--- config.mk ---
export PLATFORM = sky130hd
export DESIGN_NAME = mms_stream_deframer
export DESIGN_NICKNAME = d
export VERILOG_FILES = /design/src/rtl/core/msd_pkg.sv /design/src/rtl/core/msd_front.sv /design/src/rtl/core/msd_queue.sv /design/src/rtl/core/msd_back.sv /design/src/rtl/core/mms_stream_deframer.sv
export VERILOG_INCLUDE_DIRS = /design/src /design/src/rtl/core
export SDC_FILE = /design/constraint.sdc
export NUM_CORES = 1
export LEC_CHECK = 0
export BUFFER_PORTS_ARGS = -buffer_cell sky130_fd_sc_hd__buf_2
export CAP_MARGIN = 10
export CORE_UTILIZATION = 63
export CTS_BUF_LIST = sky130_fd_sc_hd__clkbuf_8
export CTS_CLUSTER_DIAMETER = 60
export CTS_CLUSTER_SIZE = 24
export DETAILED_ROUTE_END_ITERATION = 16
export PLACE_DENSITY_LB_ADDON = 0.05
export SLEW_MARGIN = 15
export SYNTH_ARGS = -nofsm -noshare
export SYNTH_HDL_FRONTEND = slang
export SYNTH_SLANG_ARGS = --single-unit
--- constraint.sdc ---
create_clock -name clock -period 13.01 [get_ports clock]
set_clock_uncertainty 0.1 [all_clocks]
set_input_delay 0.6505 -clock clock [delete_from_list [all_inputs] [get_ports clock]]
set_output_delay 0.6505 -clock clock [all_outputs]
set_load 0.05 [all_outputs]
--- src/rtl/core/mms_stream_deframer_assert.svh ---
// Assertion macros used by the stream deframer top level.
`ifndef MMS_STREAM_DEFRAMER_ASSERT_SVH
`define MMS_STREAM_DEFRAMER_ASSERT_SVH
// Same-cycle implication, sampled on the rising clock, off during reset.
`define MSD_ASSERT_COMB(label, ante, cons) \
   label: assert property (@(posedge clock) disable iff (reset) (ante) |-> (cons)) \
      else $error("deframer check failed");
// Next-cycle implication, sampled on the rising clock, off during reset.
`define MSD_ASSERT_NEXT(label, ante, cons) \
   label: assert property (@(posedge clock) disable iff (reset) (ante) |=> (cons)) \
      else $error("deframer check failed");
`endif

--- src/rtl/core/msd_pkg.sv ---
// Types and constants of the stream deframer.
`default_nettype none
package msd_pkg;

   localparam int PosWidth     = 33;
   localparam int LenWidth     = 16;
   localparam int WordBytes    = 4;
   localparam int HdrFirst     = 4;
   localparam int HdrLast      = 11;
   localparam int DataHdrLen   = 8;
   localparam int MsgLenBias   = 16;
   localparam int TypeOffset   = 36;
   localparam int FileIdOffset = 48;
   localparam int MsgMinLen    = 40;
   localparam int OpenMinLen   = 52;
   localparam int CsrAddrWidth = 3;

   localparam logic [31:0] SessionMark     = 32'hb00bface;
   localparam logic [31:0] MsgForFunnel    = 32'h00040001;
   localparam logic [31:0] MsgForOpenFile  = 32'h00040002;
   localparam logic [31:0] MsgForReadBlock = 32'h00040006;
   localparam logic [31:0] MsgNoReplyA     = 32'h00040011;
   localparam logic [31:0] MsgNoReplyB     = 32'h00040005;
   localparam logic [31:0] MsgForStartPlay = 32'h00040021;
   localparam logic [31:0] MsgForPong      = 32'h0004001b;

   localparam logic [7:0] DataKindHeader    = 8'h02;
   localparam logic [7:0] ChunkStreamSwitch = 8'h0c;

   typedef enum logic [0:0] {
      CSR_PACKET_SIZE = 1'b0
   } csr_index_type;

   typedef enum logic [2:0] {
      REPLY_NONE          = 3'd0,
      REPLY_FUNNEL        = 3'd1,
      REPLY_OPEN_FILE     = 3'd2,
      REPLY_READ_BLOCK    = 3'd3,
      REPLY_START_PLAY    = 3'd4,
      REPLY_PONG          = 3'd5,
      REPLY_STREAM_SWITCH = 3'd6
   } reply_type;

   typedef enum logic [1:0] {
      STATUS_OK           = 2'd0,
      STATUS_UNKNOWN_TYPE = 2'd1,
      STATUS_TOO_SHORT    = 2'd2,
      STATUS_OVERSIZE     = 2'd3
   } status_type;

   // One classified byte, handed from the parser to the descriptor stage.
   typedef struct packed {
      logic [7:0]          rx_byte;
      logic                payload_valid;
      logic                frame_end;
      logic                is_data;
      logic [PosWidth-1:0] total;
      logic [7:0]          data_kind;
      logic [7:0]          chunk_kind;
      logic [LenWidth-1:0] data_len;
      logic [31:0]         type_word;
      logic [31:0]         file_id;
   } rec_type;

   typedef struct packed {
      logic [7:0]          payload_byte;
      logic                payload_valid;
      logic                frame_end;
      logic                frame_kind;
      logic [PosWidth-1:0] frame_length;
      logic [7:0]          data_kind;
      logic [7:0]          chunk_kind;
      logic [31:0]         message_code;
      reply_type           reply;
      logic [31:0]         file_id;
      logic [31:0]         pad_count;
      status_type          status;
   } rsp_type;

endpackage
`default_nettype wire

--- src/rtl/core/msd_front.sv ---
// Byte parser: tracks the frame position, captures header fields, classifies.
`default_nettype none
module msd_front (
   input  wire logic             clock,
   input  wire logic             reset,
   input  wire logic             in_accept,
   input  wire logic [7:0]       in_byte,
   output logic                  push,
   output msd_pkg::rec_type      rec
);
   import msd_pkg::*;

   logic [PosWidth-1:0] pos_ff, pos_in;
   logic [PosWidth-1:0] total_ff, total_in;
   logic                is_data_ff, is_data_in;
   logic [31:0]         type_ff, type_in;
   logic [31:0]         fid_ff, fid_in;
   logic [7:0]          hdr_ff  [HdrFirst:HdrLast];
   logic [7:0]          hdr_now [HdrFirst:HdrLast];
   logic [PosWidth-1:0] type_rel, fid_rel;
   logic [LenWidth-1:0] data_len;
   logic [31:0]         mark, msg_len;
   logic                frame_start, at_classify, at_msg_len;
   logic                valid, last;

   always_comb begin
      for (int k = HdrFirst; k <= HdrLast; k++) begin
         hdr_now[k] = (pos_ff == PosWidth'(k)) ? in_byte : hdr_ff[k];
      end
      frame_start = (pos_ff == '0);
      at_classify = (pos_ff == PosWidth'(DataHdrLen - 1));
      at_msg_len  = (pos_ff == PosWidth'(HdrLast));
      mark        = {hdr_now[7], hdr_now[6], hdr_now[5], hdr_now[4]};
      data_len    = {hdr_now[7], hdr_now[6]};
      msg_len     = {hdr_now[11], hdr_now[10], hdr_now[9], hdr_now[8]};

      // classify on the last byte of the common eight-byte header
      if (frame_start) begin
         is_data_in = 1'b0;
      end else if (at_classify) begin
         is_data_in = (mark != SessionMark);
      end else begin
         is_data_in = is_data_ff;
      end

      if (frame_start) begin
         total_in = '0;
      end else if (at_classify && is_data_in) begin
         total_in = (data_len < LenWidth'(DataHdrLen)) ? PosWidth'(DataHdrLen)
                                                       : PosWidth'(data_len);
      end else if (at_msg_len && !is_data_in) begin
         total_in = PosWidth'(msg_len) + PosWidth'(MsgLenBias);
      end else begin
         total_in = total_ff;
      end

      // gather the message type word and the file id, one byte lane at a time
      type_rel = pos_ff - PosWidth'(TypeOffset);
      fid_rel  = pos_ff - PosWidth'(FileIdOffset);
      type_in  = frame_start ? '0 : type_ff;
      fid_in   = frame_start ? '0 : fid_ff;
      if (!is_data_in && type_rel < PosWidth'(WordBytes)) begin
         type_in[{type_rel[1:0], 3'b000} +: 8] = in_byte;
      end
      if (!is_data_in && fid_rel < PosWidth'(WordBytes)) begin
         fid_in[{fid_rel[1:0], 3'b000} +: 8] = in_byte;
      end

      valid = is_data_in && (pos_ff >= PosWidth'(DataHdrLen));
      last  = (pos_ff >= PosWidth'(DataHdrLen - 1)) &&
              (is_data_in || (pos_ff >= PosWidth'(HdrLast))) &&
              (({1'b0, pos_ff} + (PosWidth + 1)'(1)) == {1'b0, total_in});
      pos_in = last ? '0 : pos_ff + PosWidth'(1);

      push               = in_accept && (valid || last);
      rec.rx_byte        = in_byte;
      rec.payload_valid  = valid;
      rec.frame_end      = last;
      rec.is_data        = is_data_in;
      rec.total          = total_in;
      rec.data_kind      = hdr_now[4];
      rec.chunk_kind     = hdr_now[5];
      rec.data_len       = data_len;
      rec.type_word      = type_in;
      rec.file_id        = fid_in;
   end

   always_ff @(posedge clock) begin
      if (reset) begin
         pos_ff     <= '0;
         is_data_ff <= 1'b0;
      end else if (in_accept) begin
         pos_ff     <= pos_in;
         is_data_ff <= is_data_in;
      end
   end

   always_ff @(posedge clock) begin
      if (in_accept) begin
         total_ff <= total_in;
         type_ff  <= type_in;
         fid_ff   <= fid_in;
         for (int k = HdrFirst; k <= HdrLast; k++) begin
            hdr_ff[k] <= hdr_now[k];
         end
      end
   end

endmodule
`default_nettype wire

--- src/rtl/core/msd_queue.sv ---
// Short queue of classified bytes between the parser and the descriptor stage.
`default_nettype none
module msd_queue #(
   parameter int Depth = 4
) (
   input  wire logic             clock,
   input  wire logic             reset,
   input  wire logic             push,
   input  msd_pkg::rec_type      push_rec,
   input  wire logic             pop,
   output logic                  head_valid,
   output msd_pkg::rec_type      head,
   output logic                  full
);
   import msd_pkg::*;

   localparam int PtrWidth = (Depth > 1) ? $clog2(Depth) : 1;
   localparam int CntWidth = $clog2(Depth + 1);

   rec_type             q_ff [Depth];
   logic [PtrWidth-1:0] wr_ptr_ff, wr_ptr_in, rd_ptr_ff, rd_ptr_in;
   logic [CntWidth-1:0] count_ff, count_in;
   logic                push_ok, pop_ok;

   always_comb begin
      full       = (count_ff == CntWidth'(Depth));
      head_valid = (count_ff != '0);
      head       = q_ff[rd_ptr_ff];
      push_ok    = push && !full;
      pop_ok     = pop && head_valid;
      wr_ptr_in  = wr_ptr_ff;
      rd_ptr_in  = rd_ptr_ff;
      if (push_ok) begin
         wr_ptr_in = (wr_ptr_ff == PtrWidth'(Depth - 1)) ? '0 : wr_ptr_ff + PtrWidth'(1);
      end
      if (pop_ok) begin
         rd_ptr_in = (rd_ptr_ff == PtrWidth'(Depth - 1)) ? '0 : rd_ptr_ff + PtrWidth'(1);
      end
      unique case ({push_ok, pop_ok})
         2'b10:   count_in = count_ff + CntWidth'(1);
         2'b01:   count_in = count_ff - CntWidth'(1);
         default: count_in = count_ff;
      endcase
   end

   always_ff @(posedge clock) begin
      if (reset) begin
         wr_ptr_ff <= '0;
         rd_ptr_ff <= '0;
         count_ff  <= '0;
      end else begin
         wr_ptr_ff <= wr_ptr_in;
         rd_ptr_ff <= rd_ptr_in;
         count_ff  <= count_in;
      end
   end

   always_ff @(posedge clock) begin
      if (push_ok) begin
         q_ff[wr_ptr_ff] <= push_rec;
      end
   end

endmodule
`default_nettype wire

--- src/rtl/core/msd_back.sv ---
// Descriptor stage: decodes replies, checks sizes, holds the result register.
`default_nettype none
module msd_back (
   input  wire logic             clock,
   input  wire logic             reset,
   input  wire logic [31:0]      packet_size,
   input  wire logic             head_valid,
   input  msd_pkg::rec_type      head,
   output logic                  pop,
   input  wire logic             out_stall,
   output logic                  out_valid,
   output msd_pkg::rsp_type      out
);
   import msd_pkg::*;

   logic                out_valid_ff, out_valid_in;
   rsp_type             out_ff, rsp_in;
   logic [31:0]         open_ff, open_in;
   logic                load;
   logic [LenWidth-1:0] payload_len;
   logic [31:0]         payload_len32;

   always_comb begin
      load          = !out_valid_ff || !out_stall;
      pop           = load && head_valid;
      out_valid_in  = load ? head_valid : out_valid_ff;
      payload_len   = head.data_len - LenWidth'(DataHdrLen);
      payload_len32 = 32'(payload_len);
      open_in       = open_ff;

      rsp_in               = '0;
      rsp_in.payload_byte  = head.payload_valid ? head.rx_byte : 8'h00;
      rsp_in.payload_valid = head.payload_valid;
      rsp_in.frame_end     = head.frame_end;

      if (head.frame_end) begin
         rsp_in.frame_length = head.total;
         if (head.is_data) begin
            rsp_in.frame_kind = 1'b1;
            rsp_in.data_kind  = head.data_kind;
            rsp_in.chunk_kind = head.chunk_kind;
            priority if (head.data_len < LenWidth'(DataHdrLen)) begin
               rsp_in.status = STATUS_TOO_SHORT;
            end else if (head.data_kind == DataKindHeader) begin
               rsp_in.reply = (head.chunk_kind == ChunkStreamSwitch) ? REPLY_STREAM_SWITCH
                                                                     : REPLY_NONE;
            end else if (payload_len32 > packet_size) begin
               rsp_in.status = STATUS_OVERSIZE;
            end else begin
               rsp_in.pad_count = packet_size - payload_len32;
            end
         end else if (head.total < PosWidth'(MsgMinLen)) begin
            rsp_in.status = STATUS_TOO_SHORT;
         end else begin
            rsp_in.message_code = head.type_word;
            unique case (head.type_word)
               MsgForFunnel:    rsp_in.reply = REPLY_FUNNEL;
               MsgForOpenFile:  rsp_in.reply = REPLY_OPEN_FILE;
               MsgForReadBlock: begin
                  if (head.total < PosWidth'(OpenMinLen)) begin
                     rsp_in.status = STATUS_TOO_SHORT;
                  end else begin
                     open_in      = head.file_id;
                     rsp_in.reply = REPLY_READ_BLOCK;
                  end
               end
               MsgNoReplyA:     rsp_in.reply = REPLY_NONE;
               MsgNoReplyB:     rsp_in.reply = REPLY_NONE;
               MsgForStartPlay: rsp_in.reply = REPLY_START_PLAY;
               MsgForPong:      rsp_in.reply = REPLY_PONG;
               default:         rsp_in.status = STATUS_UNKNOWN_TYPE;
            endcase
         end
      end
      rsp_in.file_id = open_in;

      out_valid = out_valid_ff;
      out       = out_ff;
   end

   always_ff @(posedge clock) begin
      if (reset) begin
         out_valid_ff <= 1'b0;
         open_ff      <= '0;
      end else begin
         out_valid_ff <= out_valid_in;
         if (pop) begin
            open_ff <= open_in;
         end
      end
   end

   always_ff @(posedge clock) begin
      if (pop) begin
         out_ff <= rsp_in;
      end
   end

endmodule
`default_nettype wire

--- src/rtl/core/mms_stream_deframer.sv ---
// Top level of the command and data stream deframer.
//
//   channel | direction | handshake            | payload
//   req     | in        | req_valid/req_stall  | req_rx_byte
//   rsp     | out       | rsp_valid/rsp_stall  | payload byte plus frame descriptor
//   csr     | in        | APB, pready tied 1   | packet_size at byte address 0
//
// One byte per cycle while the queue has room: the parser updates its position
// counter and its end-of-frame compare for every accepted byte.
// A byte that yields a result is written into the queue when it is accepted;
// the descriptor stage then pops it into the result register, which drives rsp,
// as soon as that register is empty or its result is being taken.
// Synchronous reset clears the position, the queue and the result valid flag;
// no clearing pass, the block takes bytes in the first cycle after reset.
// rsp_stall backs up the queue of QueueDepth entries; req_stall rises when it fills.
`default_nettype none
`include "mms_stream_deframer_assert.svh"
module mms_stream_deframer #(
   parameter int QueueDepth = 4
) (
   input  wire logic                          clock,
   input  wire logic                          reset,
   // received byte stream
   input  wire logic                          req_valid,
   output logic                               req_stall,
   input  wire logic [7:0]                    req_rx_byte,
   // parsed results
   output logic                               rsp_valid,
   input  wire logic                          rsp_stall,
   output logic [7:0]                         rsp_payload_byte,
   output logic                               rsp_payload_valid,
   output logic                               rsp_frame_end,
   output logic                               rsp_frame_kind,
   output logic [msd_pkg::PosWidth-1:0]       rsp_frame_length,
   output logic [7:0]                         rsp_data_kind,
   output logic [7:0]                         rsp_chunk_kind,
   output logic [31:0]                        rsp_message_code,
   output logic [2:0]                         rsp_reply,
   output logic [31:0]                        rsp_file_id,
   output logic [31:0]                        rsp_pad_count,
   output logic [1:0]                         rsp_status,
   // configuration
   input  wire logic                          csr_psel,
   input  wire logic                          csr_penable,
   input  wire logic                          csr_pwrite,
   input  wire logic [msd_pkg::CsrAddrWidth-1:0] csr_paddr,
   input  wire logic [31:0]                   csr_pwdata,
   output logic [31:0]                        csr_prdata,
   output logic                               csr_pready
);
   import msd_pkg::*;

   logic          req_accept;
   logic          push;
   rec_type       push_rec;
   logic          pop;
   logic          head_valid;
   rec_type       head;
   logic          q_full;
   rsp_type       rsp;
   logic [31:0]   packet_size_ff, packet_size_in;
   csr_index_type csr_index;
   logic          csr_write;

   // Take a byte whenever the queue has room; the parser itself never waits.
   assign req_stall  = q_full;
   assign req_accept = req_valid && !req_stall;

   // Register file: one word, word-indexed by the upper address bit.
   always_comb begin
      csr_pready     = 1'b1;
      csr_index      = csr_index_type'(csr_paddr[CsrAddrWidth-1]);
      csr_write      = csr_psel && csr_penable && csr_pwrite && csr_pready;
      packet_size_in = packet_size_ff;
      unique case (csr_index)
         CSR_PACKET_SIZE: begin
            csr_prdata = packet_size_ff;
            if (csr_write) begin
               packet_size_in = csr_pwdata;
            end
         end
         default: csr_prdata = '0;
      endcase
   end

   always_ff @(posedge clock) begin
      if (reset) begin
         packet_size_ff <= '0;
      end else begin
         packet_size_ff <= packet_size_in;
      end
   end

   // Front: position tracking, header capture, frame classification.
   msd_front u_front (
      .clock     (clock),
      .reset     (reset),
      .in_accept (req_accept),
      .in_byte   (req_rx_byte),
      .push      (push),
      .rec       (push_rec)
   );

   // Decouple the parser from the result side so each can stall alone.
   msd_queue #(
      .Depth (QueueDepth)
   ) u_queue (
      .clock      (clock),
      .reset      (reset),
      .push       (push),
      .push_rec   (push_rec),
      .pop        (pop),
      .head_valid (head_valid),
      .head       (head),
      .full       (q_full)
   );

   // Back: reply decode, size check, open file id, result register.
   msd_back u_back (
      .clock       (clock),
      .reset       (reset),
      .packet_size (packet_size_ff),
      .head_valid  (head_valid),
      .head        (head),
      .pop         (pop),
      .out_stall   (rsp_stall),
      .out_valid   (rsp_valid),
      .out         (rsp)
   );

   // Split the result register into the channel's field ports.
   assign rsp_payload_byte  = rsp.payload_byte;
   assign rsp_payload_valid = rsp.payload_valid;
   assign rsp_frame_end     = rsp.frame_end;
   assign rsp_frame_kind    = rsp.frame_kind;
   assign rsp_frame_length  = rsp.frame_length;
   assign rsp_data_kind     = rsp.data_kind;
   assign rsp_chunk_kind    = rsp.chunk_kind;
   assign rsp_message_code  = rsp.message_code;
   assign rsp_reply         = rsp.reply;
   assign rsp_file_id       = rsp.file_id;
   assign rsp_pad_count     = rsp.pad_count;
   assign rsp_status        = rsp.status;

   // A result without frame end only exists to carry a payload byte.
   `MSD_ASSERT_COMB(a_result_has_reason, rsp_valid && !rsp_frame_end, rsp_payload_valid)
   // Command messages never forward payload and data packets never carry a type word.
   `MSD_ASSERT_COMB(a_kind_fields, rsp_valid && rsp_frame_end,
                    (rsp_frame_kind || !rsp_payload_valid) &&
                    (!rsp_frame_kind || rsp_message_code == '0))
   // An oversize payload reports no padding.
   `MSD_ASSERT_COMB(a_oversize_no_pad, rsp_valid && rsp_frame_end && rsp_status == STATUS_OVERSIZE,
                    rsp_frame_kind && rsp_pad_count == '0)
   // The queue cannot fill while the result side drains.
   `MSD_ASSERT_NEXT(a_stall_only_when_blocked, !rsp_valid || !rsp_stall, !req_stall)

endmodule
`default_nettype wire

Yosys cells after proc, flatten, opt, wreduce, memory -nomap -nowiden
Memories as Yosys holds them, arrays and structs flattened. A register that Yosys moved wholly into a read port is not among the register bits.
Cells that the tools add are included.
Storage, ports and cells
  bits in registers: 364
  bits in writable memories: 624
  input port bits: 50
  output and inout port bits: 196
  word-level logic and storage cells: 159
  memories kept: 2
Memory list
  u_queue.q_ff: words 4, bits a word 140, read ports 1, clocked after Yosys merged registers in 1, wr ports 1, RTL line msd_queue.sv:20  | rec_type q_ff [Depth];
  u_front.hdr_ff: words 8, bits a word 8, read ports 8, clocked after Yosys merged registers in 0, wr ports 8, RTL line msd_front.sv:18  | logic [7:0] hdr_ff [HdrFirst:HdrLast];
Cells by class
  add/sub/neg operators: 13
  magnitude comparators: 10
  eq/ne operators: 24
  shifts and indexed selects: 4
  multiplexer cells: 51
  bitwise logic cells: 3
  reduce and logical (&&, ||, !) cells: 29
Operators with widths (number)
  two-way mux 32 bit: 10
  == test 32 x 19 -> 1 bit, second input constant: 7
  == test 33 x 3 -> 1 bit, second input constant: 4
  == test 33 x 4 -> 1 bit, second input constant: 4
  two-way mux 33 bit: 4
  greater-or-equal comparator 33 x 4 -> 1 bit, second input constant: 2
  < comparator 33 x 3 -> 1 bit, second input constant: 2
  < comparator 33 x 6 -> 1 bit, second input constant: 2
  subtractor 33 x 6 -> 33 bit, second input constant: 2
  bitwise mux 32 bit: 2
  two-way mux 8 bit: 8
  variable shift 8 x 7 -> 32 bit, first input constant: 2
  variable part select 8 x 7 -> 32 bit: 2
  adder 33 x 1 -> 34 bit, second input constant: 1
  == test 34 x 33 -> 1 bit: 1
  adder 32 x 5 -> 33 bit, second input constant: 1
  adder 33 x 1 -> 33 bit, second input constant: 1
  greater-or-equal comparator 33 x 3 -> 1 bit, second input constant: 1
  logical NOT 33 bit: 1
  > comparator 16 x 32 -> 1 bit: 1
  < comparator 16 x 4 -> 1 bit, second input constant: 2
  != test 32 bit, second input constant: 1
  subtractor 32 x 16 -> 32 bit: 1
  two-way mux 2 bit: 11
  other kinds (26): 61

Logic depth before layout (Yosys ltp)
  word-level depth: 17
  gate-level depth with buffers: 30
  gate-level depth less buffers: 27

Modules after synthesis
A second synthesis with hierarchy kept.
Second synthesis, totals
  cells, all modules: 3022
  area total of the unflattened synthesis: 43985.9 um^2
Modules (own cells, without submodules)
  msd_queue: times used 1, cells an instance 786, area an instance 20702.4 um^2, seq. area each 16996.3 um^2
  msd_front: times used 1, cells an instance 1359, area an instance 12505.7 um^2, seq. area each 5515.3 um^2
  msd_back: times used 1, cells an instance 699, area an instance 9075.0 um^2, seq. area each 5495.3 um^2
  mms_stream_deframer: times used 1, cells an instance 178, area an instance 1702.9 um^2, seq. area each 640.6 um^2

Worst setup path after synthesis
Ideal clock, no wire load.
  path kind: flip-flop to flip-flop
  start: reg u_front.pos_ff[11]
  end: mem u_queue.q_ff[0][0] in the netlist's numbering (enable)
  setup time: 0.516 ns
  arrival: 8.732 ns
  data required time: 12.394 ns
  path slack: 3.661 ns
  cell stages (with the launch flop): 24
  buffers on the path: 3
  period minus slack after synthesis: 9.349 ns
  path through: dfxtp_1 > buf_2 > or4_1 > nor3_2 > and4_1 > nand2_1 > clkbuf_1 > nor2_1 > a21oi_1 > inv_1 > ha_1 > nand3_1 > mux2i_1 > nand2_1 > nor2_1 > xnor2_1 > a211oi_2 > xnor2_1 > or4_1 > or4_1 > or4_1 > buf_2 > a21oi_4 > and2_1
RTL lines
  start, declared: RTL line msd_front.sv:13  | logic [PosWidth-1:0] pos_ff, pos_in;
  start signal, assigned: RTL line msd_front.sv:93  | pos_ff <= pos_in;
  end, declared: RTL line msd_queue.sv:20

==> impl_metrics.csv <==
group,metric,value,unit
synth,yosysTopAreaCellShare,61.34,%
worst_setup_path,crit_type,"reg2reg",
detailed_routing,drt_first_pass_iters,6,
power,p_sw,3271,uW
die,rows,95,
worst_setup_path,critPathRequiredTime,13.29,ns
worst_setup_path,worst-path-max-fanout,92,
detailed_routing,initialDrtViolationCount,2722,
power,power_frac_seq,49.0,%
synth,synth_edf_count,882,
synth,synthArstFlopShare,0,%
worst_setup_path,r2r_start,"u_front.pos_ff[10]",
synth,synth_nets,3141,
worst_setup_path,cp-start-kind,"register",
synth,yosysTopAreaCell,"edfxtp_1",
synth,syn-cell-area,43180,sq um
worst_setup_path,r2r_slack,3.90,ns
timing,drv_slew,0,
detailed_routing,viasPerCell,6.384,
global_route,grt_pass1_wl,157800,um
synth,ys_top_cells_by_area,"edfxtp_1 (61%), mux4_2 (7.3%), dfxtp_1 (5.0%), nand2_1 (3.0%), mux2_2 (1.9%)",
die,ios,246,
worst_setup_path,crit_arrival,9.39,ns
timing,maxSlewHeadroom,20.57,%
synth,ys_types,85,
final_layout,finish.instance_area,46780,sq um
global_route,grt_max_degree,109,
power,internal_power,5391,uW
timing,tightest_slew,1.189,ns
cts,clkTransAtPathRegs,0.13,ns
cts,cts_buffer_depth,3,
run_status,status,"complete, no violations",
timing,finalHoldViolCount,0,
cts,numCtsBuffers,60,
timing,fmax,0.1098,GHz
timing,setup_viol_count_final,0,
placement,io_buffers,242,
min_path,worst_hold_path_type,"in2reg",
placement,post_dp_cell_area,45210,sq um
global_route,grt_overflow,0,
cts,cts.htree.levels,2,
placement,globalplace.congestion,0.9411,
synth,synth-seq-cells,990,
worst_setup_path,crit_path_end_kind,"register",
detailed_routing,vias,26630,
placement,dp_hpwl,68830,um
min_path,whs_endpoint,"packet_size_ff[23]",
global_route,grt_pass1_vias,26020,
final_layout,layout-drive-gt1-share,19.42,%
worst_setup_path,r2r_end,"u_queue.q_ff[0][51]",
synth,seq_area_frac_synth,66.35,%
timing,period_minus_slack,9.106,ns
flow_run,cap_violations,0,
power,max-vdd-ir-drop,0.1521,mV
final_layout,area_growth,8.340,%
die,die_w,263.8,um
synth,synth_ff_type,"edfxtp_1",
worst_setup_path,r2r_cells,21,
final_layout,nNetsFinal,3342,
die,start_util,63.95,%
timing,tns,0,ns
power,p_leak,0.01618,uW
power,pwr-share-clk,18.6,%
timing,rsz0062_at_grt,"no",
detailed_routing,routed_wl,105000,um
detailed_routing,post_drt_wl_per_cell,25.17,um
cts,clock_sinks,990,
cts,cts_root_buf,"clkbuf_8",
global_route,antenna_found_initial,4,
min_path,worst_hold_startpoint,"csr_pwdata[23]",
final_layout,fillers,4589,
detailed_routing,route.detailed.drc,0,
power,p_comb_share,32.4,%
timing,fin_crit_sh,69.99,%
synth,syn_inst,3049,
power,netSwitchingFraction,37.76,%
cts,clkLatencyLatePin,0.76,ns
min_path,hold_depth,3,
power,power_density,185.2,nW/um^2
synth,yosys_warnings,0,
die,die-area,69580,sq um
die,dieHeight,263.8,um
cts,cts_tree,"done",
detailed_routing,final_antenna_net_count,0,
die,core-area,67510,sq um
synth,syn_avg_cell_area,14.16,sq um
global_route,grt_usage,30.10,%
==> synth_stat cells (46+ instances only) <==
cell	count
and2_1	86
nand2_1	341
inv_1	66
xor2_1	48
nor2_1	189
clkbuf_1	123
nor3_1	72
nand3_1	68
mux2_2	73
o21ai_0	102
dfxtp_1	108
mux2i_1	65
xnor2_1	72
nor4_1	46
mux4_2	139
nor2b_1	53
a21oi_1	103
edfxtp_1	882
==> power by group through the flow <==
stage	Sequential, uW	Clock [uW]	Combinational, uW
after detailed placement	4320	0	2810
after global routing	4290	1730	2960
after global placement	4310	0	2760
after CTS	4250	1640	2820
after floorplan	5260	0	1210
final	4240	1610	2810
==> per-stage QoR <==
| stage | utilization, % | hold WS [ns] | setup WS (ns) | std cells | power (uW) |
|---|---|---|---|---|---|
| floorplan | - | 0.3363 | 3.661 | 3049 | 6470 |
| global placement | 66.96 | 0.3427 | 4.187 | 4044 | 7071 |
| detailed placement | 66.97 | 0.3583 | 3.998 | 4044 | 7135 |
| CTS | 69.27 | 0.001801 | 3.965 | 4169 | 8711 |
| global route | 69.28 | 0.03241 | 3.529 | 4170 | 8980 |
| finish | 69.28 | 0.06796 | 3.904 | 4171 | 8662 |
==> final cells by class <==
| type | count | area, sq um | area share [%] |
|---|---|---|---|
| sequential | 990 | 28660 | 61.26 |
| clock buffer | 61 | 839.6 | 1.795 |
| clock inverter | 47 | 540.5 | 1.156 |
| inverter | 68 | 260.3 | 0.5564 |
| tap | 873 | 1092 | 2.335 |
| timing repair buffer | 296 | 1687 | 3.606 |
| multi-input combinational | 1834 | 13700 | 29.28 |
| antenna | 2 | 5.005 | 0.01070 |
==> layout by cell type (no fill, tap or decap), types with 30 or more instances in the layout <==
cell,n
nor3_1,72
dfxtp_1,106
nand3_1,68
a21oi_1,101
o21ai_0,102
xor2_1,48
edfxtp_1,882
nor4_1,45
or3_1,30
inv_1,72
buf_2,241
ha_1,40
nor2_1,188
mux2_2,73
and3_1,43
xnor2_1,72
nor2b_1,53
buf_4,36
mux4_2,139
clkbuf_8,61
and2_1,82
nand2_1,341
mux2i_1,65
==> routing by layer <==
| metal | global-route usage [%] | vias to the layer above | share of wire [%] |
|---|---|---|---|
| li1 | - | 11870 | - |
| met1 | 42.14 | 13510 | 41 |
| met3 | 3.207 | 150 | 6.4 |
| met5 | 0 | - | 0 |
| met2 | 50.88 | 1104 | 50 |
| met4 | 8.092 | 0 | 2.5 |
==> sequential cells by signal (all words and copies together) (netlist names), 2 cells and up, named ones only <==
signal             cells
u_front.fid_ff        32
u_front.total_ff      33
u_front.pos_ff        33
u_front.type_ff       32
u_queue.rd_ptr_ff      2
u_queue.wr_ptr_ff      2
u_queue.count_ff       3
u_back.out           161
u_front.hdr_ff        64
u_back.open_ff        32
u_queue.q_ff         560
packet_size_ff        32
==> cells by family after synthesis <==
| kind of cell | count (synthesis) | synth area share (%) |
|---|---|---|
| and+or+nand+nor | 1067 | 12.55 |
| DFF | 990 | 66.35 |
| AOI/OAI and AO/OA | 325 | 4.666 |
| muxes | 279 | 10.72 |
| buffers and inverters | 225 | 2.020 |
| xor gates and xnor gates | 120 | 2.434 |
| adders and majority gates | 42 | 1.252 |
| other | 1 | 0.008686 |
==> how the worst max path moves through the flow <==
stage / to / depth (start not counted) / from / slack (ns)
after global routing: u_queue.q_ff[0][136] / 21 / u_front.pos_ff[10] / 3.53
after CTS: u_queue.q_ff[0][7] / 21 / u_front.pos_ff[10] / 3.97
after detailed placement: u_queue.q_ff[0][50] / 21 / u_front.pos_ff[10] / 4.00
after floorplan: u_queue.q_ff[0][0] / 23 / u_front.pos_ff[11] / 3.66
final: u_queue.q_ff[0][51] / 21 / u_front.pos_ff[10] / 3.90
after global placement: u_queue.q_ff[1][52] / 21 / u_front.pos_ff[10] / 4.19
==> critical path: stages, from the launching register on <==
cell and delay (ns):
dfxtp_1 0.48, or4_1 0.62, nor3_2 0.39, and4_1 0.42
nand2_1 0.37, nor2_1 0.19, a21oi_1 0.09, inv_1 0.12
ha_1 0.26, nand3_1 0.12, mux2i_1 0.58, nand2_1 0.30
nor2_1 0.21, xnor2_1 0.10, a211oi_2 0.58, xnor2_1 0.19
or4_1 0.58, or4_1 0.50, or4_1 0.75, a21oi_4 0.37
and2_4 0.71, buf_12 0.46
==> repair_timing <==
action,CTS,global route
resized for setup,0,0
endpoints found under the setup margin,0,0
buffers inserted,0,0
hold buffers,17,0
endpoints found under the hold margin,17,0
Note: power is estimated with default switching activity, not from simulation.
